<file path="src/rtl/hpg_pkg.sv">
// Package for the hypotrochoid pen generator: widths, reset values, CORDIC
// arctangent table and sequencer state type. No dependencies.
package hpg_pkg;

    localparam int PhaseBitsDef  = 24;
    localparam int RadiusBitsDef = 10;
    localparam int CordicSteps   = 24;
    localparam int StepBits      = 5;
    localparam int CfgIdxBits    = 3;
    localparam int CfgDataBits   = 16;
    localparam int PixBits       = 14;

    localparam logic [CfgIdxBits-1:0] REG_OUTER  = 3'd0;
    localparam logic [CfgIdxBits-1:0] REG_INNER  = 3'd1;
    localparam logic [CfgIdxBits-1:0] REG_PEN    = 3'd2;
    localparam logic [CfgIdxBits-1:0] REG_CX     = 3'd3;
    localparam logic [CfgIdxBits-1:0] REG_CY     = 3'd4;

    localparam logic [15:0] RstOuter = 16'd200;
    localparam logic [15:0] RstInner = 16'd57;
    localparam logic [15:0] RstPen   = 16'd29491;
    localparam logic [10:0] RstCx    = 11'd400;
    localparam logic [10:0] RstCy    = 11'd300;

    localparam logic signed [33:0] CordicGain = 34'sd652032874;

    typedef enum logic [2:0] {
        ST_IDLE,
        ST_DIV,
        ST_PHASE,
        ST_CORDIC,
        ST_ACC,
        ST_OUT
    } state_t;

    function automatic logic signed [33:0] atan_turn(input logic [StepBits-1:0] i);
        logic signed [33:0] v;
        unique case (i)
            5'd0:  v = 34'sd536870912;
            5'd1:  v = 34'sd316933406;
            5'd2:  v = 34'sd167458907;
            5'd3:  v = 34'sd85004756;
            5'd4:  v = 34'sd42667331;
            5'd5:  v = 34'sd21354465;
            5'd6:  v = 34'sd10679838;
            5'd7:  v = 34'sd5340245;
            5'd8:  v = 34'sd2670163;
            5'd9:  v = 34'sd1335087;
            5'd10: v = 34'sd667544;
            5'd11: v = 34'sd333772;
            5'd12: v = 34'sd166886;
            5'd13: v = 34'sd83443;
            5'd14: v = 34'sd41722;
            5'd15: v = 34'sd20861;
            5'd16: v = 34'sd10430;
            5'd17: v = 34'sd5215;
            5'd18: v = 34'sd2608;
            5'd19: v = 34'sd1304;
            5'd20: v = 34'sd652;
            5'd21: v = 34'sd326;
            5'd22: v = 34'sd163;
            5'd23: v = 34'sd81;
            default: v = '0;
        endcase
        return v;
    endfunction

endpackage

</file>
<file path="src/rtl/hypotrochoid_pen_generator_top.sv">
// Top level of the hypotrochoid pen generator: serial divider, shared CORDIC
// unit and a serial multiply-accumulate under one sequencer. Uses hpg_pkg.
//
// Each transaction runs a restoring division over the PHASE_BITS+RADIUS_BITS
// dividend bits (34 at the defaults), then two CORDIC passes through one
// shared rotator, each a setup state and then the rotator iterations, then
// six accumulate steps through one multiplier and an output state. The block
// accepts one item at a time: a new item is not accepted before the last one
// reaches the output register. The output register frees as soon as the
// result is taken, so the next item is accepted in the same cycle the result
// leaves.
module hypotrochoid_pen_generator_top
    import hpg_pkg::*;
#(
    parameter int PHASE_BITS  = PhaseBitsDef,
    parameter int RADIUS_BITS = RadiusBitsDef
)(
    input  logic                   clk,
    input  logic                   rst_n,
    input  logic                   s_axis_tvalid,
    output logic                   s_axis_tready,
    input  logic [23:0]            s_axis_tdata,   // angle_step [23:0]
    output logic                   m_axis_tvalid,
    input  logic                   m_axis_tready,
    output logic [31:0]            m_axis_tdata,   // pen_x [13:0], pen_y [27:14]
    input  logic                   cfg_we,
    input  logic [CfgIdxBits-1:0]  cfg_index,
    input  logic [CfgDataBits-1:0] cfg_data
);

    localparam int PB  = PHASE_BITS;
    localparam int RB  = RADIUS_BITS;
    localparam int DW  = PB + RB;           // dividend width
    localparam int DCW = $clog2(DW + 1);

    // Configuration registers.
    logic [RB-1:0] outer_reg, inner_reg;
    logic [15:0]   pen_reg;
    logic [10:0]   cx_reg, cy_reg;

    always_ff @(posedge clk or negedge rst_n)
    begin
        if (!rst_n)
        begin
            outer_reg <= RB'(RstOuter);
            inner_reg <= RB'(RstInner);
            pen_reg   <= RstPen;
            cx_reg    <= RstCx;
            cy_reg    <= RstCy;
        end
        else if (cfg_we)
        begin
            unique case (cfg_index)
                REG_OUTER: outer_reg <= cfg_data[RB-1:0];
                REG_INNER: inner_reg <= cfg_data[RB-1:0];
                REG_PEN:   pen_reg   <= cfg_data;
                REG_CX:    cx_reg    <= cfg_data[10:0];
                REG_CY:    cy_reg    <= cfg_data[10:0];
                default:   ;
            endcase
        end
    end

    // R - r, sign and magnitude.
    logic signed [RB:0] d_w;
    logic        [RB-1:0] mag_w, divisor_w;
    assign d_w       = $signed({1'b0, outer_reg}) - $signed({1'b0, inner_reg});
    assign mag_w     = d_w[RB] ? RB'(-d_w) : d_w[RB-1:0];
    assign divisor_w = (inner_reg == '0) ? RB'(1) : inner_reg;

    state_t state_reg, state_next;

    logic [PB-1:0]   step_reg, step_next;
    logic [PB-1:0]   carr_reg, carr_next, pen_ph_reg, pen_ph_next;
    logic [DW-1:0]   dvd_reg, dvd_next;       // dividend shifts out, quotient in
    logic [RB:0]     rem_reg, rem_next;
    logic [DCW-1:0]  dcnt_reg, dcnt_next;
    logic [StepBits-1:0] it_reg, it_next;
    logic            pass_reg, pass_next;     // 0: carrier, 1: pen
    logic signed [33:0] x_reg, x_next, y_reg, y_next, z_reg, z_next;
    logic            flip_reg, flip_next;
    logic signed [25:0] ca_reg, ca_next, sa_reg, sa_next;
    logic signed [25:0] cb_reg, cb_next, sb_reg, sb_next;
    logic [2:0]      acc_reg, acc_next;
    logic signed [63:0] sx_reg, sx_next, sy_reg, sy_next;
    logic signed [31:0] prod_reg, prod_next;   // d * 2^15 or l*r
    logic [PixBits-1:0] px_reg, px_next, py_reg, py_next;
    logic            ovalid_reg, ovalid_next;

    logic in_acc, out_acc;
    assign in_acc  = s_axis_tvalid && s_axis_tready;
    assign out_acc = m_axis_tvalid && m_axis_tready;
    assign s_axis_tready = (state_reg == ST_IDLE) && (!ovalid_reg || m_axis_tready);
    assign m_axis_tvalid = ovalid_reg;
    assign m_axis_tdata  = {4'b0, py_reg, px_reg};

    // Divider step.
    logic [RB:0] rem_sh;
    logic        rem_ge;
    assign rem_sh = {rem_reg[RB-1:0], dvd_reg[DW-1]};
    assign rem_ge = rem_sh >= {1'b0, divisor_w};

    // Phase fold and CORDIC step.
    logic [PB-1:0] ph_sel;
    logic signed [33:0] z_init;
    logic [31:0] ph32;
    assign ph_sel = pass_reg ? pen_ph_reg : carr_reg;
    assign ph32   = 32'({ph_sel, 32'b0} >> PB);
    assign z_init = 34'($signed(ph32));
    logic signed [33:0] x_sh, y_sh;
    assign x_sh = x_reg >>> it_reg;
    assign y_sh = y_reg >>> it_reg;

    logic signed [33:0] xf, yf;
    logic signed [25:0] cq, sq;
    assign xf = flip_reg ? -x_reg : x_reg;
    assign yf = flip_reg ? -y_reg : y_reg;
    assign cq = 26'((xf + 34'sd32) >>> 6);
    assign sq = 26'((yf + 34'sd32) >>> 6);

    // Shared multiplier: 32 x 26 signed.
    logic signed [31:0] mul_a;
    logic signed [25:0] mul_b;
    logic signed [57:0] mul_p;
    assign mul_p = mul_a * mul_b;

    logic signed [63:0] rx, ry;
    assign rx  = (sx_reg + (64'sd1 <<< 38)) >>> 39;
    assign ry  = (sy_reg + (64'sd1 <<< 38)) >>> 39;
    function automatic logic [PixBits-1:0] sat(input logic signed [63:0] v);
        logic [PixBits-1:0] r;
        if (v < -64'sd4096)
            r = PixBits'(-14'sd4096);
        else if (v > 64'sd8191)
            r = PixBits'(14'sd8191);
        else
            r = v[PixBits-1:0];
        return r;
    endfunction

    always_comb
    begin
        state_next = state_reg;
        unique case (state_reg)
            ST_IDLE:   if (in_acc) state_next = ST_DIV;
            ST_DIV:    if (dcnt_reg == DCW'(DW - 1)) state_next = ST_PHASE;
            ST_PHASE:  state_next = ST_CORDIC;
            ST_CORDIC: if (it_reg == StepBits'(CordicSteps))
                           state_next = pass_reg ? ST_ACC : ST_PHASE;
            ST_ACC:    if (acc_reg == 3'd5) state_next = ST_OUT;
            ST_OUT:    if (!ovalid_reg || m_axis_tready) state_next = ST_IDLE;
            default:   state_next = ST_IDLE;
        endcase
    end

    always_comb
    begin
        step_next = step_reg; carr_next = carr_reg; pen_ph_next = pen_ph_reg;
        dvd_next = dvd_reg; rem_next = rem_reg; dcnt_next = dcnt_reg;
        it_next = it_reg; pass_next = pass_reg;
        x_next = x_reg; y_next = y_reg; z_next = z_reg; flip_next = flip_reg;
        ca_next = ca_reg; sa_next = sa_reg; cb_next = cb_reg; sb_next = sb_reg;
        acc_next = acc_reg; sx_next = sx_reg; sy_next = sy_reg; prod_next = prod_reg;
        px_next = px_reg; py_next = py_reg;
        ovalid_next = ovalid_reg && !out_acc;
        mul_a = prod_reg; mul_b = ca_reg;
        unique case (state_reg)
            ST_IDLE:
            begin
                if (in_acc)
                begin
                    step_next = PB'(s_axis_tdata);
                    dvd_next  = DW'(PB'(s_axis_tdata)) * DW'(mag_w);
                    rem_next  = '0;
                    dcnt_next = '0;
                    pass_next = 1'b0;
                end
            end
            ST_DIV:
            begin
                rem_next  = rem_ge ? rem_sh - {1'b0, divisor_w} : rem_sh;
                dvd_next  = {dvd_reg[DW-2:0], rem_ge};
                dcnt_next = dcnt_reg + 1'b1;
                if (dcnt_reg == DCW'(DW - 1))
                begin
                    carr_next = carr_reg + step_reg;
                    pen_ph_next = d_w[RB] ? pen_ph_reg - dvd_next[PB-1:0]
                                          : pen_ph_reg + dvd_next[PB-1:0];
                end
            end
            ST_PHASE:
            begin
                x_next = CordicGain; y_next = '0; it_next = '0; flip_next = 1'b0;
                z_next = z_init;
                if (z_init > 34'sd1073741824)
                begin
                    z_next = z_init - 34'sd2147483648; flip_next = 1'b1;
                end
                else if (z_init < -34'sd1073741824)
                begin
                    z_next = z_init + 34'sd2147483648; flip_next = 1'b1;
                end
            end
            ST_CORDIC:
            begin
                if (it_reg == StepBits'(CordicSteps))
                begin
                    if (pass_reg)
                    begin
                        cb_next = cq; sb_next = sq;
                    end
                    else
                    begin
                        ca_next = cq; sa_next = sq;
                    end
                    pass_next = 1'b1;
                    acc_next  = '0;
                    prod_next = 32'(d_w) <<< 15;
                    sx_next = '0; sy_next = '0;
                end
                else
                begin
                    if (!z_reg[33])
                    begin
                        x_next = x_reg - y_sh; y_next = y_reg + x_sh;
                        z_next = z_reg - atan_turn(it_reg);
                    end
                    else
                    begin
                        x_next = x_reg + y_sh; y_next = y_reg - x_sh;
                        z_next = z_reg + atan_turn(it_reg);
                    end
                    it_next = it_reg + 1'b1;
                end
            end
            ST_ACC:
            begin
                acc_next = acc_reg + 1'b1;
                unique case (acc_reg)
                    3'd0: begin mul_b = ca_reg; sx_next = sx_reg + 64'(mul_p); end
                    3'd1: begin mul_b = sa_reg; sy_next = sy_reg + 64'(mul_p); end
                    3'd2: prod_next = $signed(32'(pen_reg) * 32'(inner_reg));
                    3'd3: begin mul_b = cb_reg; sx_next = sx_reg + 64'(mul_p); end
                    3'd4: begin mul_b = sb_reg; sy_next = sy_reg - 64'(mul_p); end
                    default:
                    begin
                        px_next = sat(rx + 64'(cx_reg));
                        py_next = sat(ry + 64'(cy_reg));
                    end
                endcase
            end
            ST_OUT:
            begin
                if (!ovalid_reg || m_axis_tready)
                    ovalid_next = 1'b1;
            end
            default: ;
        endcase
    end

    always_ff @(posedge clk or negedge rst_n)
    begin
        if (!rst_n)
        begin
            state_reg  <= ST_IDLE;
            carr_reg   <= '0;
            pen_ph_reg <= '0;
            ovalid_reg <= 1'b0;
            dcnt_reg   <= '0;
            it_reg     <= '0;
            pass_reg   <= 1'b0;
            acc_reg    <= '0;
        end
        else
        begin
            state_reg  <= state_next;
            carr_reg   <= carr_next;
            pen_ph_reg <= pen_ph_next;
            ovalid_reg <= ovalid_next;
            dcnt_reg   <= dcnt_next;
            it_reg     <= it_next;
            pass_reg   <= pass_next;
            acc_reg    <= acc_next;
        end
    end

    always_ff @(posedge clk)
    begin
        step_reg <= step_next; dvd_reg <= dvd_next; rem_reg <= rem_next;
        x_reg <= x_next; y_reg <= y_next; z_reg <= z_next; flip_reg <= flip_next;
        ca_reg <= ca_next; sa_reg <= sa_next; cb_reg <= cb_next; sb_reg <= sb_next;
        sx_reg <= sx_next; sy_reg <= sy_next; prod_reg <= prod_next;
        px_reg <= px_next; py_reg <= py_next;
    end

endmodule

</file>
<file path="config.mk">
export PLATFORM = sky130hd
export DESIGN_NAME = hypotrochoid_pen_generator_top
export DESIGN_NICKNAME = d
export VERILOG_FILES = /design/src/rtl/hpg_pkg.sv /design/src/rtl/hypotrochoid_pen_generator_top.sv
export SDC_FILE = /design/constraint.sdc
export NUM_CORES = 2
export LEC_CHECK = 0
export BUFFER_PORTS_ARGS = -buffer_cell sky130_fd_sc_hd__buf_2
export CAP_MARGIN = 20
export CELL_PAD_IN_SITES_DETAIL_PLACEMENT = 1
export CELL_PAD_IN_SITES_GLOBAL_PLACEMENT = 1
export CORE_MARGIN = 8
export CORE_UTILIZATION = 50
export DETAILED_ROUTE_END_ITERATION = 8
export GPL_TIMING_DRIVEN = 0
export PLACE_DENSITY = 0.78
export SKIP_CTS_REPAIR_TIMING = 1
export SLEW_MARGIN = 20
export SYNTH_ARGS = -nofsm -noshare
export SYNTH_HDL_FRONTEND = slang
export SYNTH_SLANG_ARGS = --single-unit
</file>
<file path="constraint.sdc">
create_clock -name clk -period 30.5 [get_ports clk]
set_clock_uncertainty 0.15 [all_clocks]
set_input_delay 1.525 -clock clk [delete_from_list [all_inputs] [get_ports clk]]
set_output_delay 1.525 -clock clk [all_outputs]
set_load 0.005 [all_outputs]
</file>
After elaboration in Yosys (flattened, before gate mapping)
Memory sizes are Yosys's and may differ from the RTL's.
Index checks and enable logic that the tools add are counted.

operators by class
  $add $sub $neg = 28
  $mul = 3
  $lt $le $gt $ge = 7
  equal/unequal tests = 25
  shifts and indexed selects = 2
  multiplexer cells = 59
  bitwise gates (word level) = 2
  reduce and logical (&&, ||, !) cells = 37

operator list
  cell                    number
  $mux 34                 15
  $pmux 64 s2             3
  $pmux 34 s2             4
  $add 64x40->64 const B  2
  $add 64x58->64          2
  $mux 32                 4
  $mux 64                 2
  $add 34x34->34          3
  $sub 34x34->34          3
  $pmux 26 s3             1
  $sshr 34x5->34          2
  $add 32x7->32 const B   2
  $neg 32->32             2
  $pmux 32 s2             1
  $sub 64x58->64          1
  $mul 32x26->58          1
  $add 25x12->26          2
  $gt 26x14->1 const B    2
  $lt 26x13->1 const B    2
  $add 24x24->24          2
  $mux 24                 2
  $mux 10                 4
  $add 32x33->34 const B  1
  $mul 24x10->34          1
  43 further kinds        99

word-level totals
  register bits after elaboration = 588
  ROM bits = 1920
  input port bits = 48
  memories = 2

memories
  memory            depth  bits a word  read ports  clocked after Yosys merged registers in  wr ports  RTL line       RTL
  (name not given)  32     30           1           0                                        0         hpg_pkg.sv:38  unique case (i)
  (name not given)  32     30           1           0                                        0         hpg_pkg.sv:38

Longest topological paths before layout
An unclocked memory read counts as a cell.

  depth after elaboration = 8
  mapped depth = 55
  mapped depth without buffers = 49

Worst setup path after synthesis
No wires, ideal clock.

  path kind = register to register
  from = register acc_reg[0]
  to = register sy_reg[62], data pin
  setup time = 258 ps
  arrival = 12221 ps
  path slack = 17871 ps
  cell stages (with the launch flop) = 53
  path buffers = 6
  cell sequence = dfrtp_1 -> ha_1 -> nor2b_1 -> clkbuf_1 -> o31ai_1 -> clkbuf_1 -> buf_1 -> nand2_1 -> o21ai_1 -> clkbuf_1 -> nand2_1 -> fa_1 -> inv_1 -> fa_1 -> inv_1 -> fa_1 -> inv_1 -> fa_1 -> (+17 left out) -> nor3b_1 -> or3b_1 -> clkbuf_1 -> o31ai_1 -> xor2_1 -> ha_1 -> nor2b_1 -> o21ai_0 -> nand2b_1 -> a21o_1 -> a21o_1 -> a31o_2 -> a221oi_1 -> o21ai_0 -> a21o_1 -> a211oi_1 -> o31a_1 -> mux2i_1

on the way
  longest elaborated chain between the ends = 7
  elaborated cells between the ends (all ways) = 10
  those cells by class = add/sub: 2; mul: 1; eq/ne: 3; mux: 4

RTL lines
  element                                                  RTL line                                                                      RTL
  from (decl)                                              hypotrochoid_pen_generator_top.sv:84                                          logic [2:0] acc_reg, acc_next;
  from (signal assigned)                                   hypotrochoid_pen_generator_top.sv:283                                         acc_reg <= acc_next;
  $eq 3x3->1 (tied with other cells)                       hypotrochoid_pen_generator_top.sv:239                                         unique case (acc_reg)
  $pmux 26 s3                                              hypotrochoid_pen_generator_top.sv:239
  $mux 26                                                  hypotrochoid_pen_generator_top.sv:167                                         unique case (state_reg)
  $mul 32x26->58                                           hypotrochoid_pen_generator_top.sv:125                                         assign mul_p = mul_a * mul_b;
  $sub 64x58->64 / $add 64x58->64 (equally long branches)  hypotrochoid_pen_generator_top.sv:244, hypotrochoid_pen_generator_top.sv:241
  $pmux 64 s2 (*)                                          hypotrochoid_pen_generator_top.sv:239
  $pmux 64 s2 (*)                                          hypotrochoid_pen_generator_top.sv:167
  to (signal assigned)                                     hypotrochoid_pen_generator_top.sv:292                                         sx_reg <= sx_next; sy_reg <= sy_next; prod_reg <= prod_next;
  to (decl)                                                hypotrochoid_pen_generator_top.sv:85                                          logic signed [63:0] sx_reg, sx_next, sy_reg, sy_next;

Every way passes the cells marked *; elsewhere a longest branch is shown, timed or not.
A chain may end at the register's enable or synchronous reset.

Worst setup path after layout
Same ends and word-level chain as after synthesis.

==> metrics <==
run status finished, final reports clean; Worst Path Max Fanout 10; clock latency on the worst-skew pair 0.76 ns; ys async rst share 21.4%; Avg Cell Area, Syn 9.03 um^2; vias 75200; slowest CP cell buf_1; clk sink count 583; Synth Register Bits 583; DRT iter0 DRCs 5605; Clk pin slew, worst setup/hold paths 0.06 ns; I/O pins 82; die extent in y about 440 um; Synth Instances 9740; CTS root buf clkbuf_16; CTS tree built; die area 190000 um^2; min Tclk post-route 16.54 ns; Max Cap Viol 0; CP bufs+invs 11; # setup viols final 0; DRC errors left 0; RSZ-0062 raised after global routing false; Rows 154; library cells used by synthesis 104; Tightest Pin Transition 1.21 ns; TritonCTS Buffers 76; cell area after synthesis 87900 um^2; DR top layer met5; crit start category flop; total track usage 32.8%; CP peak stage delay roughly 0.96 ns; initial antenna violation count 19; first-pass GRT wire length 487000 um; most used cell, CP fa_1; post-route ant nets 0; Crit Path Class flop to flop; Synth top area share 23.9%; family with the most delay on the worst path compound AO/OA/AOI/OAI gates; Routed met1 length 126000 um; Critical Path RT 30.83 ns; vias in the first global route 81700; WP data arrival about 17 ns; WL final 318000 um; TNS Setup 0 ns; P&R area growth vs syn 7.60%; final hold viol count 0; Max Clk Rate around 0.060 GHz; final worst path period share 54.2%; largest net degree at the start of global routing 76; CP endpoint kind flop; GPL Wtd Cong 1.01; most frequent cell after synthesis nand2_1; Die Wd 435 um; register area share after synthesis 19.2%; Initial Util 50.1%; area leader, netlist fa_1; Wirelength per Cell 25.8 um; htree depth 3; Min-Delay Path Class flop to flop; area of the multi-input gates 65000 um^2; Ys Warns 0; hpwl dp 258000 um; leading register cell type out of synthesis edfxtp_1; Slew headroom 19.4%; Register Area 16900 um^2; met2 wire len 155000 um; Vias/cell 6.10; share of cells above drive strength 1 5.54%; top post-synthesis cells by count 1177 x nand2_1, 1168 x inv_1, 1050 x fa_1; number of flops mapped to enable cells by yosys 458; Clock Tree Buf Depth 3; Slew Limit Fails 0; IO buf count just under 80; met3 wire length 19500 um; Net count, final between 10000 and 15000; total core area approximately 180000 um^2; Fill cells slightly above 20000; Pre-Repair DR Iteration Count 6; GRT Residual Overflow 0; synth top area cells fa_1 24%, edfxtp_1 16%, ha_1 8.8%
-- path summary, 6_finish.rpt --
path	start	endpoint	slack, ns	cells after the start
min in group asynchronous	rst_n	carr_reg[12]	0.56	1
setup / recovery	acc_reg[0]	sy_reg[62]	13.96	50
hold / removal	dcnt_reg[5]	dcnt_reg[5]	0.35	1
setup reg to reg	acc_reg[0]	sy_reg[62]	13.96	50
hold reg to reg	dcnt_reg[5]	dcnt_reg[5]	0.35	1
max in group asynchronous	rst_n	cy_reg[3]	28.78	2
-- through the flow --
stage,std cells,setup WS [ns],cell area [um^2],hold slack (ns),utilization [%]
after floorplan,9743,17.87,87900,0.307,-
after global placement,12200,13.39,91200,0.334,52.0
after detailed placement,12200,14.18,91900,0.332,52.4
after CTS,12300,14.11,94600,0.350,53.9
after global routing,12300,13.31,94600,0.370,53.9
final,12300,13.96,94600,0.347,53.9
-- cell usage in the layout, fill, tap and decap left out, types with 56 or more instances in the layout --
master	Yosys	final
a21o_1	227	227
a21oi_1	532	527
a31oi_1	76	76
and2_1	341	341
and3_1	74	74
buf_2	17	94
clkbuf_1	404	411
clkbuf_16	0	80
dfrtp_1	102	102
edfxtp_1	458	458
fa_1	1050	1050
ha_1	620	620
inv_1	1168	1167
mux2_2	79	79
mux2i_1	79	79
mux4_2	97	97
nand2_1	1177	1175
nand2b_1	94	94
nand3_1	145	145
nor2_1	602	600
nor2b_1	246	246
nor3_1	133	132
o21a_1	56	56
o21ai_0	437	436
o21bai_1	60	60
or3_1	56	56
xnor2_1	400	399
xor2_1	254	254
-- logic make-up after synthesis --
logic type	after synthesis	share of synthesized area, %
compound gates	1814	13.0
xor+xnor	654	6.51
fa+ha+maj	1671	32.7
buf+inv	1651	7.10
flops	583	19.2
mux	255	4.40
other cells	1	0.00427
simple gates	3111	17.0
-- routing by layer --
metal | vias up | GRT usage (%)
met3 | 805 | 4.53
met5 | - | 0
met4 | 4 | 15.9
met1 | 38700 | 40.6
met2 | 2708 | 56.3
li1 | 33000 | -
-- layout make-up --
type,instances,area share (%)
inverter,1170,4.64
timing repair buffer,107,0.971
clock buffer,94,2.22
buffer,481,1.96
antenna,10,0.0265
tap,2340,3.09
sequential,583,17.9
clock inverter,43,0.545
multi-input combinational,7509,68.7
Power is left out: the tool's default activity adds up to more than one toggle a clock period on the data nets, which glitch-free logic cannot reach.
